===== src/sv/fsc_pkg.sv =====
// types, file type codes and signature match function for the file signature classifier
package fsc_pkg;

  typedef struct packed {
    logic [63:0] head_high;
    logic [63:0] head_low;
  } fsc_in_t;

  typedef struct packed {
    logic [4:0] file_type;
    logic       recognized;
  } fsc_res_t;

  localparam logic [4:0] FT_NONE = 5'd0;
  localparam logic [4:0] FT_JPG  = 5'd1;
  localparam logic [4:0] FT_PNG  = 5'd2;
  localparam logic [4:0] FT_GIF  = 5'd3;
  localparam logic [4:0] FT_TIFF = 5'd4;
  localparam logic [4:0] FT_PSD  = 5'd5;
  localparam logic [4:0] FT_MOV  = 5'd6;
  localparam logic [4:0] FT_M4V  = 5'd7;
  localparam logic [4:0] FT_M4A  = 5'd8;
  localparam logic [4:0] FT_3GP  = 5'd9;
  localparam logic [4:0] FT_MP4  = 5'd10;
  localparam logic [4:0] FT_MKV  = 5'd11;
  localparam logic [4:0] FT_WMV  = 5'd12;
  localparam logic [4:0] FT_SWF  = 5'd13;
  localparam logic [4:0] FT_AVI  = 5'd14;
  localparam logic [4:0] FT_WAV  = 5'd15;
  localparam logic [4:0] FT_MP3  = 5'd16;
  localparam logic [4:0] FT_FLAC = 5'd17;
  localparam logic [4:0] FT_OGG  = 5'd18;
  localparam logic [4:0] FT_PDF  = 5'd19;
  localparam logic [4:0] FT_DOC  = 5'd20;
  localparam logic [4:0] FT_ZIP  = 5'd21;
  localparam logic [4:0] FT_RAR  = 5'd22;
  localparam logic [4:0] FT_7Z   = 5'd23;
  localparam logic [4:0] FT_LAST = FT_7Z;

  function automatic logic [4:0] classify(input fsc_in_t w);
    logic [7:0] b [16];
    logic [4:0] t;
    logic       riff;
    for (int i = 0; i < 8; i++) begin
      b[i]     = w.head_low[8*i +: 8];
      b[i + 8] = w.head_high[8*i +: 8];
    end
    riff = ({b[0], b[1], b[2], b[3]} == "RIFF");
    priority if (b[0] == 8'hFF && b[1] == 8'hD8 && b[2] == 8'hFF &&
                 (b[3] == 8'hE0 || b[3] == 8'hE1 || b[3] == 8'hDB ||
                  b[3] == 8'hE8 || b[3] == 8'hEE)) begin
      t = FT_JPG;
    end else if ({b[0], b[1], b[2], b[3], b[4], b[5], b[6], b[7]} ==
                 64'h89504E47_0D0A1A0A) begin
      t = FT_PNG;
    end else if ({b[0], b[1], b[2], b[3], b[5]} == 40'h47494638_61 &&
                 (b[4] == 8'h37 || b[4] == 8'h39)) begin
      t = FT_GIF;
    end else if ({b[0], b[1], b[2], b[3]} == 32'h49492A00 ||
                 {b[0], b[1], b[2], b[3]} == 32'h4D4D002A) begin
      t = FT_TIFF;
    end else if ({b[0], b[1], b[2], b[3]} == 32'h38425053) begin
      t = FT_PSD;
    end else if ({b[4], b[5], b[6], b[7]} == "ftyp") begin
      priority if ({b[8], b[9]} == "qt") begin
        t = FT_MOV;
      end else if ({b[8], b[9], b[10]} == "M4V" || {b[8], b[9], b[10]} == "m4v") begin
        t = FT_M4V;
      end else if ({b[8], b[9], b[10]} == "M4A") begin
        t = FT_M4A;
      end else if ({b[8], b[9]} == "3g") begin
        t = FT_3GP;
      end else begin
        t = FT_MP4;
      end
    end else if ({b[4], b[5], b[6], b[7]} == "moov" ||
                 {b[4], b[5], b[6], b[7]} == "mdat") begin
      t = FT_MOV;
    end else if ({b[0], b[1], b[2], b[3]} == 32'h1A45DFA3) begin
      t = FT_MKV;
    end else if ({b[0], b[1], b[2], b[3], b[4], b[5], b[6], b[7]} ==
                 64'h3026B275_8E66CF11) begin
      t = FT_WMV;
    end else if ({b[1], b[2]} == "WS" &&
                 (b[0] == "F" || b[0] == "C" || b[0] == "Z")) begin
      t = FT_SWF;
    end else if (riff && {b[8], b[9], b[10], b[11]} == "AVI ") begin
      t = FT_AVI;
    end else if (riff && {b[8], b[9], b[10], b[11]} == "WAVE") begin
      t = FT_WAV;
    end else if ({b[0], b[1], b[2]} == 24'h494433) begin
      t = FT_MP3;
    end else if ({b[0], b[1], b[2], b[3]} == "fLaC") begin
      t = FT_FLAC;
    end else if ({b[0], b[1], b[2], b[3]} == "OggS") begin
      t = FT_OGG;
    end else if ({b[0], b[1], b[2], b[3]} == 32'h25504446) begin
      t = FT_PDF;
    end else if ({b[0], b[1], b[2], b[3], b[4], b[5], b[6], b[7]} ==
                 64'hD0CF11E0_A1B11AE1) begin
      t = FT_DOC;
    end else if ({b[0], b[1], b[2], b[3]} == 32'h504B0304) begin
      t = FT_ZIP;
    end else if ({b[0], b[1], b[2], b[3], b[4], b[5], b[6]} == 56'h52617221_1A0700 ||
                 {b[0], b[1], b[2], b[3], b[4], b[5], b[6], b[7]} ==
                 64'h52617221_1A070100) begin
      t = FT_RAR;
    end else if ({b[0], b[1], b[2], b[3], b[4], b[5]} == 48'h377ABCAF_271C) begin
      t = FT_7Z;
    end else begin
      t = FT_NONE;
    end
    return t;
  endfunction

endpackage


===== src/sv/file_signature_classifier_unit.sv =====
// top level: registered magic number classifier for a 16-byte cluster start window
// an accepted beat is registered in in_q, classified, and its result and strobe come from res_q and res_vld_q
// throughput: one beat per cycle, busy_o stays low, set by the single match stage
// results cannot be stalled, each strobe lasts exactly one cycle
// reset clears the input and result valid flags only, no result follows reset
module file_signature_classifier_unit
  import fsc_pkg::*;
(
  input  logic     clk_i,
  input  logic     rst_ni,
  input  logic     start_i,
  output logic     busy_o,
  input  fsc_in_t  req_i,
  output logic     valid_o,
  output fsc_res_t res_o
);

  logic     in_vld_q;
  fsc_in_t  in_q;
  logic     res_vld_q;
  fsc_res_t res_d;
  fsc_res_t res_q;

  assign busy_o = 1'b0;

  always_ff @(posedge clk_i or negedge rst_ni) begin
    if (!rst_ni) begin
      in_vld_q  <= 1'b0;
      res_vld_q <= 1'b0;
    end else begin
      in_vld_q  <= start_i && !busy_o;
      res_vld_q <= in_vld_q;
    end
  end

  always_ff @(posedge clk_i) begin
    if (start_i && !busy_o) begin
      in_q <= req_i;
    end
    if (in_vld_q) begin
      res_q <= res_d;
    end
  end

  always_comb begin
    res_d.file_type  = classify(in_q);
    res_d.recognized = (res_d.file_type != FT_NONE);
  end

  assign valid_o = res_vld_q;
  assign res_o   = res_q;

endmodule


===== config.mk =====
export PLATFORM = sky130hd
export DESIGN_NAME = file_signature_classifier_unit
export DESIGN_NICKNAME = d
export VERILOG_FILES = /design/src/sv/fsc_pkg.sv /design/src/sv/file_signature_classifier_unit.sv
export SDC_FILE = /design/constraint.sdc
export NUM_CORES = 1
export LEC_CHECK = 0
export ABC_AREA = 1
export CAP_MARGIN = 20
export CORE_ASPECT_RATIO = 0.6
export CORE_UTILIZATION = 50
export CTS_CLUSTER_SIZE = 14
export DETAILED_ROUTE_END_ITERATION = 8
export DONT_BUFFER_PORTS = 1
export PLACE_DENSITY_LB_ADDON = 0.25
export SETUP_SLACK_MARGIN = 0.5
export SYNTH_ARGS = -nofsm -noshare
export SYNTH_HDL_FRONTEND = slang
export SYNTH_SLANG_ARGS = --single-unit

===== constraint.sdc =====
create_clock -name clk_i -period 4.8 [get_ports clk_i]
set_input_delay 0.48 -clock clk_i [delete_from_list [all_inputs] [get_ports clk_i]]
set_output_delay 0.48 -clock clk_i [all_outputs]
set_load 0.03 [all_outputs]

==> flow_summary.yaml <==
run_status:
  outcome: "finished with violations"
  violations: "design-rule violations"
yosys:
  yosys.area_share.simple_pct: 35.97
  synth.area.top_cells: "edfxtp_1 55%, nand2_1 11%, nor2_1 9.6%"
  avgSynthCellArea_um2: 8.187
  ys_seq_area_share_pct: 55.51
  yosysWarnings: 0
  synth_top_family_by_area: "simple AND/OR/NAND/NOR gates"
  ys_types: 28
  syn-num-nets: 816
  synth_fa_ha_area_share_pct: 0
  yosys.area_share.xor_xnor_pct: 0
  synth-seq-cells: 104
  synth_area_mm2: 0.005608
  synth_top_area_share_pct: 54.62
  synth_compound_area_share_pct: 0.9594
  synthMuxAreaShare_pct: 0
  yosysTopAreaCell: "edfxtp_1"
  syn_inst: 685
worst_setup_path:
  crit_arrival_ps: 2650
  start_kind: "flip-flop"
  path_class: "reg2reg"
  crit_start: "in_q[11]"
  reg2reg_depth: 14
  cp.required_ps: 4910
  r2r_end: "res_o[0]"
  critPathCapture: "res_o[0]"
  slowest_delay_ps: 510
  r2r_slack_ps: 2260
  cp_num_buf_inv: 1
  cpMostUsedCell: "nand2_1"
  cp_cell_sequence: "nor2_1, nand2_1, nor3_1, nand2_1, nor2_1, nand2_1, nand3_2, inv_2, nand3b_2, nor2_2, nor2_2, nand2_1, nor2_1, nand2_1"
  r2r_start: "in_q[11]"
  crit_cells: 14
  path_max_fanout: 7
  path_delay_family: "simple AND/OR/NAND/NOR gates"
  cp-end-kind: "flip-flop"
  slowest_stage: "edfxtp_1"
hold_path:
  min_path_type: "in2reg"
global_routing:
  grt_max_degree: 98
  grt_pass1_wl_um: 23330
  antenna_found_initial: 0
  grt-ovfl-total: 0
  grt_pass1_vias: 4039
  grt_use_total_pct: 27.69
sta:
  skew_ps: 13.01
  setup-violations-final: 0
  worst_slew_pin_slew_ps: 583.7
  min_period_ps: 2544
  tns_ps: 0
  max_clock_freq_mhz: 393.1
  slew_violations: 0
  grt_setup_unrepaired: "no"
  timing.final.crit_share_pct: 53.00
  slew_headroom_pct: 60.94
  hold_violations: 0
layout:
  num_antenna_cells: 0
  utilization_pct: 56.76
  nets: 827
  fin_cells: 840
  register_area_mm2: 0.003113
  drive_gt1_share_pct: 7.418
  fillers: 949
  areaGrowthSynthToFinish_pct: 8.702
  multi_input_area_mm2: 0.002074
drt:
  dr.first_iter.drc_count: 562
  vias: 4657
  viasPerCell: 5.544
  drc: 8
  antenna_left: 0
  drt-pass1-iter-count: 9
  finalWirelength_um: 15660
  wl_per_cell_um: 18.64
clocking:
  h-tree-depth: 3
  cts_buffer_depth: 2
  clkLatencyLatePin_ps: 360
  cts_made_buffers: 9
  cts.clk_slew.worst_paths_ps: 80
  cts_resized: 0
  cts-root-buf: "clkbuf_16"
  cts_tree: "built"
  cts_num_sinks: 104
floorplan:
  coreArea_mm2: 0.01074
  num_io_pins: 139
  rows: 29
  die_y_um: 84.04
  die_w_um: 138.7
  dieArea_mm2: 0.01166
  start_util_pct: 52.21
place:
  finalWeightedCongestion: 0.9509
  dpl.cell_count: 823
  io_buffers: 0
  dp_hpwl_um: 12530
run:
  cap_violations: 0
pwr:
  leakagePower_uw: 0.002475
  finalPower_uw: 2044
  powerDensity_mw_per_mm2: 335.3
  peakVddDrop_mv: 0.2048
[logic make-up (layout without fill, tap and decap cells)]
logic type	count (synthesis)	count (layout)
and+or+nand+nor	459	459
buffers and inverters	111	127
DFF	104	104
AOI/OAI and AO/OA	10	10
other	1	1
[cell type report]
type / instances / area share, %
clock inverter: 7 / 1.416
inverter: 110 / 6.773
multi-input combinational: 470 / 34.03
clock buffer: 9 / 3.695
sequential: 104 / 51.07
timing repair buffer: 1 / 0.1642
tap: 139 / 2.853
[where the power goes]
part	internal (uW)	switching, uW	leakage [uW]	total, uW
clock	373	366	0.000150	738
combinational	41.6	115	0.00131	157
sequential	1080	71.0	0.00102	1150
[worst reg2reg max path: cells and delay by family, from the launching register on]
kind | cells | cell delay (ps)
flops | 1 | 510
buf+inv | 1 | 40
simple gates | 13 | 1720
[cell usage after synthesis]
library cell  instances
nor2_1              144
or2_2                 2
inv_1               102
nor4_1                3
nor3b_1               1
nand4_1              20
buf_4                 1
or3_1                 1
o21ai_0               3
nand3_1              54
a31oi_1               1
nand3b_1              2
inv_2                 8
o21a_1                1
o21ai_1               1
and3_1                1
and2_1                2
nor3_1               33
nand3b_2              1
dfrtp_1               2
nand2_2               5
nor2_4                4
conb_1                1
nand2_1             170
edfxtp_1            102
a21oi_1               4
nor2_2               13
nand3_2               3
[per-stage QoR]
stage	setup WS, ps	cell area (um^2)	hold WS [ps]
floorplan	2989	5608	184.4
global placement	2397	5774	184.5
detailed placement	2396	5774	184.5
CTS	2386	6096	163.8
global route	2125	6096	154.4
finish	2256	6096	180.6
[sequential cells by signal, summed over array words and instances (netlist names)]
signal    count
in_vld_q      1
in_q         96
valid_o       1
res_o         6
[layer usage]
layer,part of all wire [%],GRT usage (%),vias to the layer above
met5,0,0,-
met4,0.63,4.848,0
met3,10,6.713,12
met2,37,35.21,259
met1,52,46.10,2151
li1,-,-,2235
[how the worst min path moves through the flow]
stage	start	end	slack [ps]	cells past startpoint
2_1_floorplan	rst_ni	in_vld_q	180	0
3_3_place_gp	rst_ni	valid_o	180	0
3_5_place_dp	rst_ni	valid_o	180	0
4_1_cts	start_i	in_vld_q	160	0
5_1_grt	start_i	in_vld_q	150	0
6_report	start_i	in_vld_q	180	0
[placed cells by master (no fill, tap or decap), types with 2 or more instances in the layout]
cell	n
nand2_1	170
nor2_1	144
inv_1	102
edfxtp_1	102
nand3_1	54
nor3_1	33
nand4_1	20
nor2_2	13
clkbuf_16	9
inv_2	8
nand2_2	5
nor2_4	4
a21oi_1	4
o21ai_0	3
nor4_1	3
nand3_2	3
clkinv_8	3
or2_2	2
nand3b_1	2
and2_1	2
clkinv_4	2
dfrtp_1	2
[repair_timing]
action                    in CTS  in global routing
setup buffers                  0                  0
hold buffers                   1                  0
hold endpoints to repair       2                  0
No activity file was read; power rests on OpenSTA's default activity.
